--- config.mk ---
export PLATFORM = sky130hd
export DESIGN_NAME = music_string_tone_sequencer
export DESIGN_NICKNAME = d
export VERILOG_FILES = /design/src/rtl/core/mstseq_pkg.sv /design/src/rtl/core/mstseq_ctrl.sv /design/src/rtl/core/mstseq_dp.sv /design/src/rtl/core/music_string_tone_sequencer.sv
export SDC_FILE = /design/constraint.sdc
export NUM_CORES = 1
export LEC_CHECK = 0
export BUFFER_PORTS_ARGS = -buffer_cell sky130_fd_sc_hd__buf_2
export CORE_AREA = 10 10 230 232
export DETAILED_ROUTE_END_ITERATION = 8
export DIE_AREA = 0 0 240 242
export HOLD_SLACK_MARGIN = 0.12
export SLEW_MARGIN = 10
export SYNTH_ARGS = -nofsm -noshare
export SYNTH_HDL_FRONTEND = slang
export SYNTH_SLANG_ARGS = --single-unit
--- constraint.sdc ---
create_clock -name clk -period 12.8 [get_ports clk]
set_clock_uncertainty 0.2 [all_clocks]
set_input_delay 3.2 -clock clk [delete_from_list [all_inputs] [get_ports clk]]
set_output_delay 3.2 -clock clk [all_outputs]
set_load 0.01 [all_outputs]
--- src/rtl/core/mstseq_pkg.sv ---
`default_nettype none
package mstseq_pkg;

	localparam int unsigned HIGHEST_NOTE_DEF = 108;

	// Dividend of the whole-note length in ms, and the quotient width it needs
	localparam logic [17:0] WHOLE_MS = 18'd240000;
	localparam int unsigned DIV_STEPS = 18;

	typedef struct packed {
		logic [7:0] char_code;
		logic       line_end;
	} in_word_t;

	typedef struct packed {
		logic [6:0]  note_number;
		logic [15:0] duration_ms;
		logic        last_of_run;
	} out_word_t;

	typedef enum logic [2:0] {
		ST_IDLE,
		ST_DIVIDE,
		ST_SCALE,
		ST_EMIT_A,
		ST_EMIT_B
	} state_t;

	typedef enum logic [1:0] {
		ART_NORMAL   = 2'd0,
		ART_LEGATO   = 2'd1,
		ART_STACCATO = 2'd2
	} art_t;

	typedef struct packed {
		logic load;
		logic div_step;
		logic scale;
		logic sel_second;
	} dp_cmd_t;

	typedef struct packed {
		logic play_req;
		logic two;
		logic div_last;
	} dp_status_t;

endpackage
`default_nettype wire

--- src/rtl/core/mstseq_ctrl.sv ---
`default_nettype none
module mstseq_ctrl (
	input  wire logic                   clk,
	input  wire logic                   arst_n,
	input  wire logic                   in_valid,
	input  wire logic                   out_ready,
	input  wire mstseq_pkg::dp_status_t status,
	output logic                        in_ready,
	output logic                        out_valid,
	output mstseq_pkg::dp_cmd_t         cmd
);

	mstseq_pkg::state_t state_q, state_d;

	always_ff @(posedge clk or negedge arst_n) begin
		if (!arst_n) begin
			state_q <= mstseq_pkg::ST_IDLE;
		end else begin
			state_q <= state_d;
		end
	end

	always_comb begin
		state_d = state_q;
		case (state_q)
			mstseq_pkg::ST_IDLE: begin
				if (in_valid && status.play_req) state_d = mstseq_pkg::ST_DIVIDE;
			end
			mstseq_pkg::ST_DIVIDE: begin
				if (status.div_last) state_d = mstseq_pkg::ST_SCALE;
			end
			mstseq_pkg::ST_SCALE: state_d = mstseq_pkg::ST_EMIT_A;
			mstseq_pkg::ST_EMIT_A: begin
				if (out_ready) state_d = status.two ? mstseq_pkg::ST_EMIT_B : mstseq_pkg::ST_IDLE;
			end
			mstseq_pkg::ST_EMIT_B: begin
				if (out_ready) state_d = mstseq_pkg::ST_IDLE;
			end
			default: state_d = mstseq_pkg::ST_IDLE;
		endcase
	end

	always_comb begin
		in_ready       = 1'b0;
		out_valid      = 1'b0;
		cmd            = '0;
		case (state_q)
			mstseq_pkg::ST_IDLE: begin
				in_ready = 1'b1;
				cmd.load = in_valid;
			end
			mstseq_pkg::ST_DIVIDE: cmd.div_step = 1'b1;
			mstseq_pkg::ST_SCALE:  cmd.scale = 1'b1;
			mstseq_pkg::ST_EMIT_A: out_valid = 1'b1;
			mstseq_pkg::ST_EMIT_B: begin
				out_valid      = 1'b1;
				cmd.sel_second = 1'b1;
			end
			default: in_ready = 1'b0;
		endcase
	end

endmodule
`default_nettype wire

--- src/rtl/core/mstseq_dp.sv ---
`default_nettype none
module mstseq_dp #(
	parameter int unsigned HIGHEST_NOTE = mstseq_pkg::HIGHEST_NOTE_DEF
) (
	input  wire logic                  clk,
	input  wire logic                  arst_n,
	input  wire mstseq_pkg::in_word_t  in_word,
	input  wire mstseq_pkg::dp_cmd_t   cmd,
	output mstseq_pkg::dp_status_t     status,
	output mstseq_pkg::out_word_t      out_word
);

	localparam logic [7:0] CH_NUL = 8'h00, CH_TAB = 8'h09, CH_CR = 8'h0D, CH_SP = 8'h20;
	localparam logic [7:0] CH_DOT = 8'h2E, CH_HASH = 8'h23, CH_PLUS = 8'h2B;
	localparam logic [7:0] CH_MINUS = 8'h2D, CH_UNDER = 8'h5F, CH_TILDE = 8'h7E;
	localparam logic [7:0] CH_LT = 8'h3C, CH_GT = 8'h3E, CH_0 = 8'h30, CH_9 = 8'h39;
	localparam logic [7:0] CH_A = 8'h41, CH_G = 8'h47, CH_L = 8'h4C, CH_M = 8'h4D;
	localparam logic [7:0] CH_N = 8'h4E, CH_O = 8'h4F, CH_P = 8'h50, CH_S = 8'h53;
	localparam logic [7:0] CH_T = 8'h54, CH_LA = 8'h61, CH_LZ = 8'h7A;
	localparam logic signed [14:0] NOTE_HI = 15'(HIGHEST_NOTE);

	// line state
	logic [7:0]        pend_q, pend_d, sub_q, sub_d;
	logic [13:0]       num_q, num_d;
	logic              in_run_q, in_run_d, legato_q, legato_d, skip_q, skip_d;
	logic signed [1:0] acc_q, acc_d;
	logic [3:0]        dots_q, dots_d;
	// player state
	logic signed [4:0] oct_q, oct_d, prev_q, prev_d;
	logic              track_q, track_d;
	logic [13:0]       deflen_q, deflen_d;
	logic [8:0]        tempo_q, tempo_d;
	mstseq_pkg::art_t  art_q, art_d;

	// latched event
	logic [6:0]  note_q;
	logic        two_q, stac_q;
	logic [3:0]  evdots_q;
	logic [22:0] den_q, rem_q;
	logic [17:0] quo_q;
	logic [4:0]  cnt_q;
	logic [15:0] dur_a_q, dur_b_q;

	logic [7:0]        c, u;
	logic              run, clr, new_pend, is_play, is_pause;
	logic [17:0]       mul10;
	logic [3:0]        idx;
	logic signed [5:0] diff;
	logic signed [4:0] oct_adj;
	logic signed [14:0] oct_ext, note_val;
	mstseq_pkg::art_t  art_eff;
	logic [13:0]       len_sel, p_len;
	logic              p_rest, p_in, p_two;
	logic [22:0]       den_new;

	function automatic logic [3:0] letter_index(input logic [2:0] k);
		logic [3:0] r;
		case (k)
			3'd0: r = 4'd9;
			3'd1: r = 4'd11;
			3'd2: r = 4'd0;
			3'd3: r = 4'd2;
			3'd4: r = 4'd4;
			3'd5: r = 4'd5;
			3'd6: r = 4'd7;
			default: r = 4'd0;
		endcase
		return r;
	endfunction

	always_comb begin
		c        = in_word.char_code;
		u        = (c >= CH_LA && c <= CH_LZ) ? (c - 8'd32) : c;
		pend_d   = pend_q;
		sub_d    = sub_q;
		num_d    = num_q;
		in_run_d = in_run_q;
		acc_d    = acc_q;
		dots_d   = dots_q;
		legato_d = legato_q;
		skip_d   = skip_q;
		run      = 1'b0;
		clr      = 1'b0;
		new_pend = 1'b0;
		mul10    = {1'b0, num_q, 3'b0} + {3'b0, num_q, 1'b0} + {14'd0, c[3:0]};

		if (in_word.line_end) begin
			run    = !skip_q;
			clr    = 1'b1;
			skip_d = 1'b0;
		end else if (skip_q) begin
			skip_d = 1'b1;
		end else if (c >= CH_0 && c <= CH_9) begin
			if (!in_run_q) num_d = {10'd0, c[3:0]};
			else if (num_q > 14'd999 || mul10 > 18'd9999) num_d = 14'd9999;
			else num_d = mul10[13:0];
			in_run_d = 1'b1;
		end else begin
			in_run_d = 1'b0;
			if (c == CH_SP || (c >= CH_TAB && c <= CH_CR)) begin
				in_run_d = 1'b0;
			end else if (c == CH_DOT) begin
				if (dots_q != 4'd15) dots_d = dots_q + 4'd1;
			end else if (c == CH_HASH || c == CH_PLUS) begin
				acc_d = 2'sd1;
			end else if (c == CH_MINUS) begin
				acc_d = -2'sd1;
			end else if (c == CH_UNDER) begin
				legato_d = 1'b1;
			end else if (pend_q == CH_M && sub_q == CH_NUL &&
			             (u == CH_N || u == CH_L || u == CH_S)) begin
				sub_d = u;
			end else if (pend_q == CH_O && sub_q == CH_NUL && (u == CH_L || u == CH_N)) begin
				sub_d = u;
			end else if (c == CH_NUL) begin
				run    = 1'b1;
				clr    = 1'b1;
				skip_d = 1'b1;
			end else if ((u >= CH_A && u <= CH_G) || u == CH_O || u == CH_N || u == CH_L ||
			             u == CH_P || u == CH_T || u == CH_M || u == CH_LT ||
			             u == CH_GT || u == CH_TILDE) begin
				run      = 1'b1;
				clr      = 1'b1;
				new_pend = 1'b1;
			end else begin
				clr    = 1'b1;
				skip_d = 1'b1;
			end
		end

		if (clr) begin
			pend_d   = CH_NUL;
			sub_d    = CH_NUL;
			num_d    = '0;
			in_run_d = 1'b0;
			acc_d    = '0;
			dots_d   = '0;
			legato_d = 1'b0;
		end
		if (new_pend) pend_d = u;
	end

	// run the pending command against the player state
	always_comb begin
		oct_d    = oct_q;
		prev_d   = prev_q;
		track_d  = track_q;
		deflen_d = deflen_q;
		tempo_d  = tempo_q;
		art_d    = art_q;
		is_play  = 1'b0;
		is_pause = 1'b0;
		art_eff  = legato_q ? mstseq_pkg::ART_LEGATO : art_q;
		len_sel  = (num_q != '0) ? num_q : deflen_q;
		p_len    = len_sel;
		idx      = letter_index(pend_q[2:0] - 3'd1);
		diff     = $signed({2'b00, idx}) - $signed({prev_q[4], prev_q});
		oct_adj  = oct_q;
		if (track_q && !prev_q[4]) begin
			if (diff < -6'sd6 && oct_q < 5'sd6) oct_adj = oct_q + 5'sd1;
			else if (diff > 6'sd6 && oct_q > 5'sd0) oct_adj = oct_q - 5'sd1;
		end
		oct_ext  = {{10{oct_adj[4]}}, oct_adj};
		note_val = (oct_ext <<< 3) + (oct_ext <<< 2) + $signed({11'd0, idx})
		           + {{13{acc_q[1]}}, acc_q} + 15'sd1;

		if (pend_q >= CH_A && pend_q <= CH_G) begin
			is_play = run;
			if (run) begin
				oct_d  = oct_adj;
				prev_d = $signed({1'b0, idx});
			end
		end else if (pend_q == CH_O) begin
			if (run) begin
				if (sub_q != CH_NUL) begin
					track_d = (sub_q == CH_L);
				end else begin
					oct_d  = (num_q > 14'd6) ? 5'sd6 : $signed({2'b00, num_q[2:0]});
					prev_d = -5'sd1;
				end
			end
		end else if (pend_q == CH_GT) begin
			if (run) begin
				if (oct_q != 5'sd15) oct_d = oct_q + 5'sd1;
				prev_d = -5'sd1;
			end
		end else if (pend_q == CH_LT) begin
			if (run) begin
				if (oct_q != -5'sd8) oct_d = oct_q - 5'sd1;
				prev_d = -5'sd1;
			end
		end else if (pend_q == CH_N) begin
			is_play  = run;
			note_val = $signed({1'b0, num_q});
			p_len    = deflen_q;
		end else if (pend_q == CH_L) begin
			if (run && num_q != '0) deflen_d = num_q;
		end else if (pend_q == CH_P || pend_q == CH_TILDE) begin
			is_play  = run;
			is_pause = 1'b1;
		end else if (pend_q == CH_T) begin
			if (run) begin
				if (num_q < 14'd10) tempo_d = 9'd10;
				else if (num_q > 14'd300) tempo_d = 9'd300;
				else tempo_d = num_q[8:0];
			end
		end else if (pend_q == CH_M) begin
			if (run) begin
				if (sub_q == CH_L) art_d = mstseq_pkg::ART_LEGATO;
				else if (sub_q == CH_S) art_d = mstseq_pkg::ART_STACCATO;
				else art_d = mstseq_pkg::ART_NORMAL;
			end
		end

		p_rest  = is_pause || note_val == 15'sd0;
		p_in    = note_val >= 15'sd1 && note_val <= NOTE_HI;
		p_two   = !p_rest && art_eff != mstseq_pkg::ART_LEGATO;
		den_new = 23'(tempo_q) * 23'(p_len);
		if (den_new == '0) den_new = 23'd1;
	end

	assign status.play_req = is_play && (p_rest || p_in);
	assign status.two      = two_q;
	assign status.div_last = (cnt_q == 5'(mstseq_pkg::DIV_STEPS - 1));

	always_ff @(posedge clk or negedge arst_n) begin
		if (!arst_n) begin
			pend_q   <= '0;
			sub_q    <= '0;
			num_q    <= '0;
			in_run_q <= 1'b0;
			acc_q    <= '0;
			dots_q   <= '0;
			legato_q <= 1'b0;
			skip_q   <= 1'b0;
			oct_q    <= 5'sd4;
			prev_q   <= -5'sd1;
			track_q  <= 1'b0;
			deflen_q <= 14'd4;
			tempo_q  <= 9'd120;
			art_q    <= mstseq_pkg::ART_NORMAL;
			two_q    <= 1'b0;
		end else if (cmd.load) begin
			pend_q   <= pend_d;
			sub_q    <= sub_d;
			num_q    <= num_d;
			in_run_q <= in_run_d;
			acc_q    <= acc_d;
			dots_q   <= dots_d;
			legato_q <= legato_d;
			skip_q   <= skip_d;
			oct_q    <= oct_d;
			prev_q   <= prev_d;
			track_q  <= track_d;
			deflen_q <= deflen_d;
			tempo_q  <= tempo_d;
			art_q    <= art_d;
			two_q    <= p_two;
		end
	end

	// restoring divider: quotient bits shift into the dividend register
	logic [23:0] r_sh;
	logic        ge;
	assign r_sh = {rem_q, quo_q[17]};
	assign ge   = r_sh >= {1'b0, den_q};

	logic [14:0] tot;
	logic [15:0] tot_d, on_t;
	logic [17:0] t3;
	logic [18:0] t7;
	assign tot   = quo_q[14:0];
	assign tot_d = {1'b0, tot} + {1'b0, tot} - {1'b0, tot >> evdots_q};
	assign t3    = {1'b0, tot_d, 1'b0} + {2'b0, tot_d};
	assign t7    = {tot_d, 3'b0} - {3'b0, tot_d};
	assign on_t  = stac_q ? t3[17:2] : t7[18:3];

	always_ff @(posedge clk) begin
		if (cmd.load) begin
			note_q   <= p_rest ? 7'd0 : note_val[6:0];
			stac_q   <= art_eff == mstseq_pkg::ART_STACCATO;
			evdots_q <= dots_q;
			den_q    <= den_new;
			rem_q    <= '0;
			quo_q    <= mstseq_pkg::WHOLE_MS;
			cnt_q    <= '0;
		end else if (cmd.div_step) begin
			rem_q <= ge ? 23'(r_sh - {1'b0, den_q}) : r_sh[22:0];
			quo_q <= {quo_q[16:0], ge};
			cnt_q <= cnt_q + 5'd1;
		end
		if (cmd.scale) begin
			dur_a_q <= two_q ? on_t : tot_d;
			dur_b_q <= tot_d - on_t;
		end
	end

	always_comb begin
		if (cmd.sel_second) begin
			out_word.note_number = '0;
			out_word.duration_ms = dur_b_q;
			out_word.last_of_run = 1'b1;
		end else begin
			out_word.note_number = note_q;
			out_word.duration_ms = dur_a_q;
			out_word.last_of_run = !two_q;
		end
	end

endmodule
`default_nettype wire

--- src/rtl/core/music_string_tone_sequencer.sv ---
// Channel | Direction | Handshake             | Word
// in      | input     | in_valid / in_ready   | in_word  (char_code, line_end)
// out     | output    | out_valid / out_ready | out_word (note_number, duration_ms, last_of_run)
//
// A character that causes no tone event is taken back to back.
// A character that plays is decoded, passes through the duration divider (one
// quotient bit per cycle) and is scaled, then leaves as 1 or 2 words, each
// held until out_ready.
// Reset (arst_n low) restores octave 4, length 4, tempo 120, normal articulation.
// Input is held off while an event is divided or scaled or its words wait on out_ready.
`default_nettype none
module music_string_tone_sequencer #(
	parameter int unsigned HIGHEST_NOTE = mstseq_pkg::HIGHEST_NOTE_DEF
) (
	input  wire logic                 clk,
	input  wire logic                 arst_n,
	input  wire logic                 in_valid,
	output logic                      in_ready,
	input  wire mstseq_pkg::in_word_t in_word,
	output logic                      out_valid,
	input  wire logic                 out_ready,
	output mstseq_pkg::out_word_t     out_word
);

	// Controller sequences decode, divide, scale and the emit words.
	mstseq_pkg::dp_cmd_t    cmd;
	mstseq_pkg::dp_status_t status;

	mstseq_ctrl u_ctrl (
		.clk       (clk),
		.arst_n    (arst_n),
		.in_valid  (in_valid),
		.out_ready (out_ready),
		.status    (status),
		.in_ready  (in_ready),
		.out_valid (out_valid),
		.cmd       (cmd)
	);

	// Datapath holds the parser and player state, the divider and the output words.
	mstseq_dp #(
		.HIGHEST_NOTE (HIGHEST_NOTE)
	) u_dp (
		.clk      (clk),
		.arst_n   (arst_n),
		.in_word  (in_word),
		.cmd      (cmd),
		.status   (status),
		.out_word (out_word)
	);

endmodule
`default_nettype wire

==> results.py <==
metrics = {
    "floorplan": {
        "fp.dieW_um": 240,
        "core_area_mm2": 0.04844,
        "rows": 81,
        "die_area_mm2": 0.05808,
        "die_y_um": 242,
        "io_pins": 39,
        "start_util": 0.3928,
    },
    "logic_synthesis": {
        "netlist.area_leader.share": 0.1236,
        "synth.distinct_cells": 90,
        "synth_adder_area_share": 0.2241,
        "syn_inst": 2205,
        "synth.avg_cell_area_um2": 8.631,
        "synth_top_family_by_area": "adder cells",
        "synth_nets": 2501,
        "yosysMostFrequentCell": "nand2_1",
        "synth_simple_gate_area_frac": 0.1953,
        "ys_ff_latch": 192,
        "synth_largest_area_cell": "ha_1",
        "yosys_warnings": 0,
        "synth_common_cells": "nand2_1, inv_1, ha_1",
        "synthTopCellsByArea": "ha_1, edfxtp_1, fa_1",
        "synthXorXnorAreaFrac": 0.05148,
        "synth_edf_count": 67,
        "synth_flop_cell": "dfrtp_1",
        "synth.mux.area_fraction": 0.05220,
        "async_flop_share": 0.4115,
        "yosysSeqAreaShare": 0.2587,
        "netlist_area_mm2": 0.01903,
        "synth_compound_gate_area_share": 0.1638,
    },
    "detailed_routing": {
        "dr.pass1.iters": 5,
        "drtIter0Drc": 800,
        "post_drt_wl_per_cell_um": 16.30,
        "wl_um": 46170,
        "route.vias.total": 15600,
        "vias_per_cell": 5.506,
        "post-route-drc-count": 0,
        "antenna_left": 0,
    },
    "clocking": {
        "cts_root_buf": "clkbuf_16",
        "htree_levels": 4,
        "cts_tree": "built",
        "clk_latency_ps": 490,
        "clk_pin_slew_ps": 70,
        "postCtsResizedCells": 0,
        "hold_buffers": 0,
        "numCtsBuffers": 17,
        "clock-sinks": 192,
        "clock_path_buffers": 2,
        "cts_setup_buffers": 0,
    },
    "place": {
        "dp_cells": 2800,
        "gp_congestion": 0.8850,
        "dp_hpwl_um": 35620,
        "io_buffers": 38,
    },
    "timing": {
        "rsz0062_at_grt": "no",
        "maxSlewHeadroom": 0.2165,
        "hold_viol_final": 0,
        "final_max_slew_viol_count": 0,
        "clock.fmax_mhz": 115.6,
        "worst_slew_pin_slew_ps": 1157,
        "setup_viol": 0,
        "fin_crit_sh": 0.6756,
        "period_minus_slack_ps": 8647,
        "setup-tns-final_ps": 0,
    },
    "grt": {
        "track_usage": 0.1619,
        "grt_first_pass_wirelength_um": 78040,
        "grt_remaining_overflow": 0,
        "antenna_found_initial": 1,
        "grt_max_degree": 72,
        "grt_pass1_vias": 15550,
    },
    "status": {
        "status": "finished clean",
    },
    "hold_path": {
        "hp-class": "reg2reg",
        "worstHoldStart": "u_dp.quo_q[15]",
    },
    "setup_path": {
        "crit_path_end_kind": "register",
        "required_ps": 12900,
        "critical_path.max_fanout": 14,
        "rr_startpoint": "u_dp.num_q[7]",
        "cp-start-kind": "register",
        "startpoint": "u_dp.num_q[7]",
        "critical_path_class": "reg2reg",
        "crit_arrival_ps": 8750,
    },
    "power_and_ir_drop": {
        "peakVddDrop_v": 0.00007502,
        "powerDensity_mw_per_mm2": 82.44,
        "p_leak_nw": 9.552,
        "p_total_mw": 1.682,
    },
    "final_layout": {
        "finalNonFillerCells": 2833,
        "layout-drive-gt1-share": 0.07602,
        "area_delta_synth_final_pct": 7.219,
        "finish.utilization": 0.4212,
        "nNetsFinal": 2493,
    },
    "run": {
        "drv_cap": 0,
    },
}
==> flip-flops by register name, summed over array words and instances (netlist names), 3 cells and up <==
register        count
u_dp.tempo_q        9
u_dp.pend_q         8
u_ctrl.state_q      3
u_dp.oct_q          5
u_dp.deflen_q      14
u_dp.dur_b_q       16
u_dp.note_q         7
u_dp.evdots_q       4
u_dp.cnt_q          5
u_dp.prev_q         5
u_dp.quo_q         18
u_dp.den_q         23
u_dp.num_q         14
u_dp.sub_q          8
u_dp.dur_a_q       16
u_dp.dots_q         4
u_dp.rem_q         23
==> worst paths after layout <==
path,to,slack (ps),cells past startpoint
setup / recovery,u_dp.den_q[0],4150,23
hold / removal,u_dp.quo_q[15],280,2
setup reg to reg,u_dp.den_q[0],4150,23
hold reg to reg,u_dp.quo_q[15],280,2
max in group asynchronous,u_dp.dots_q[0],8920,2
min in group asynchronous,u_dp.num_q[4],2320,1
==> logic make-up (layout without fill, tap and decap cells) <==
kind of cell,count (synthesis),after routing
adders and majority gates,284,284
DFF,192,192
buffers and inverters,275,280
xor gates and xnor gates,111,111
AOI/OAI and AO/OA,484,484
and+or+nand+nor,768,768
muxes,91,91
other,0,1
==> layer usage <==
layer / global-route usage / share of wire / vias up
met3: 0.02389 / 0.039 / 45
met2: 0.2690 / 0.48 / 297
li1: - / - / 7716
met4: 0.04858 / 0.015 / 0
met5: 0 / 0 / -
met1: 0.2127 / 0.47 / 7541
==> power by group <==
part           leakage, nW  total (mW)  internal, mW  switching [mW]
Clock                0.296       0.557         0.296           0.261
Combinational         7.22       0.458         0.188           0.269
Sequential            2.04       0.667         0.660         0.00744
Total                 9.55        1.68          1.14           0.538
==> cell type report <==
| class | instances | area (um2) |
|---|---|---|
| Antenna cell | 1 | 2.502 |
| Clock buffer | 21 | 483.0 |
| Clock inverter | 11 | 113.9 |
| Fill cell | 4832 | 28040 |
| Inverter | 199 | 747.0 |
| Multi-Input combinational cell | 1738 | 13080 |
| Sequential cell | 192 | 4923 |
| Tap cell | 622 | 778.2 |
| Timing Repair Buffer | 49 | 275.3 |
==> through the flow <==
stage,hold slack (ps),instance area (um2),worst slack [ps]
after floorplan,240.4,19030,4752
after global placement,258.2,19800,4399
after detailed placement,258.1,19800,4176
after CTS,282.5,20400,4167
after global routing,298.3,20400,3788
final,278.5,20400,4153
==> worst max-delay path, cell delays in order, from the launching register on <==
cell and delay, ps:
dfrtp_1 500, or2_2 350, or4_1 470, or3_1 430, nor3_1 230, nor2_1 290
mux2_2 470, and2_1 210, fa_1 420, inv_1 90, fa_1 420, fa_1 480
fa_1 550, inv_1 40, ha_1 340, o21ai_0 250, o21bai_1 150, xor2_2 160
or4_1 540, or4b_1 490, or4_1 410, or4_1 390, or4_1 400, o31ai_1 190
==> cell usage in the layout, fill, tap and decap left out, types with 54 or more instances in the layout <==
master,instances
a21oi_1,128
and2_1,64
dfrtp_1,68
edfxtp_1,67
fa_1,95
ha_1,188
inv_1,197
nand2_1,300
nand3_1,54
nor2_1,141
o21ai_0,116
xnor2_1,60
Power figures use the tool's default switching activity.
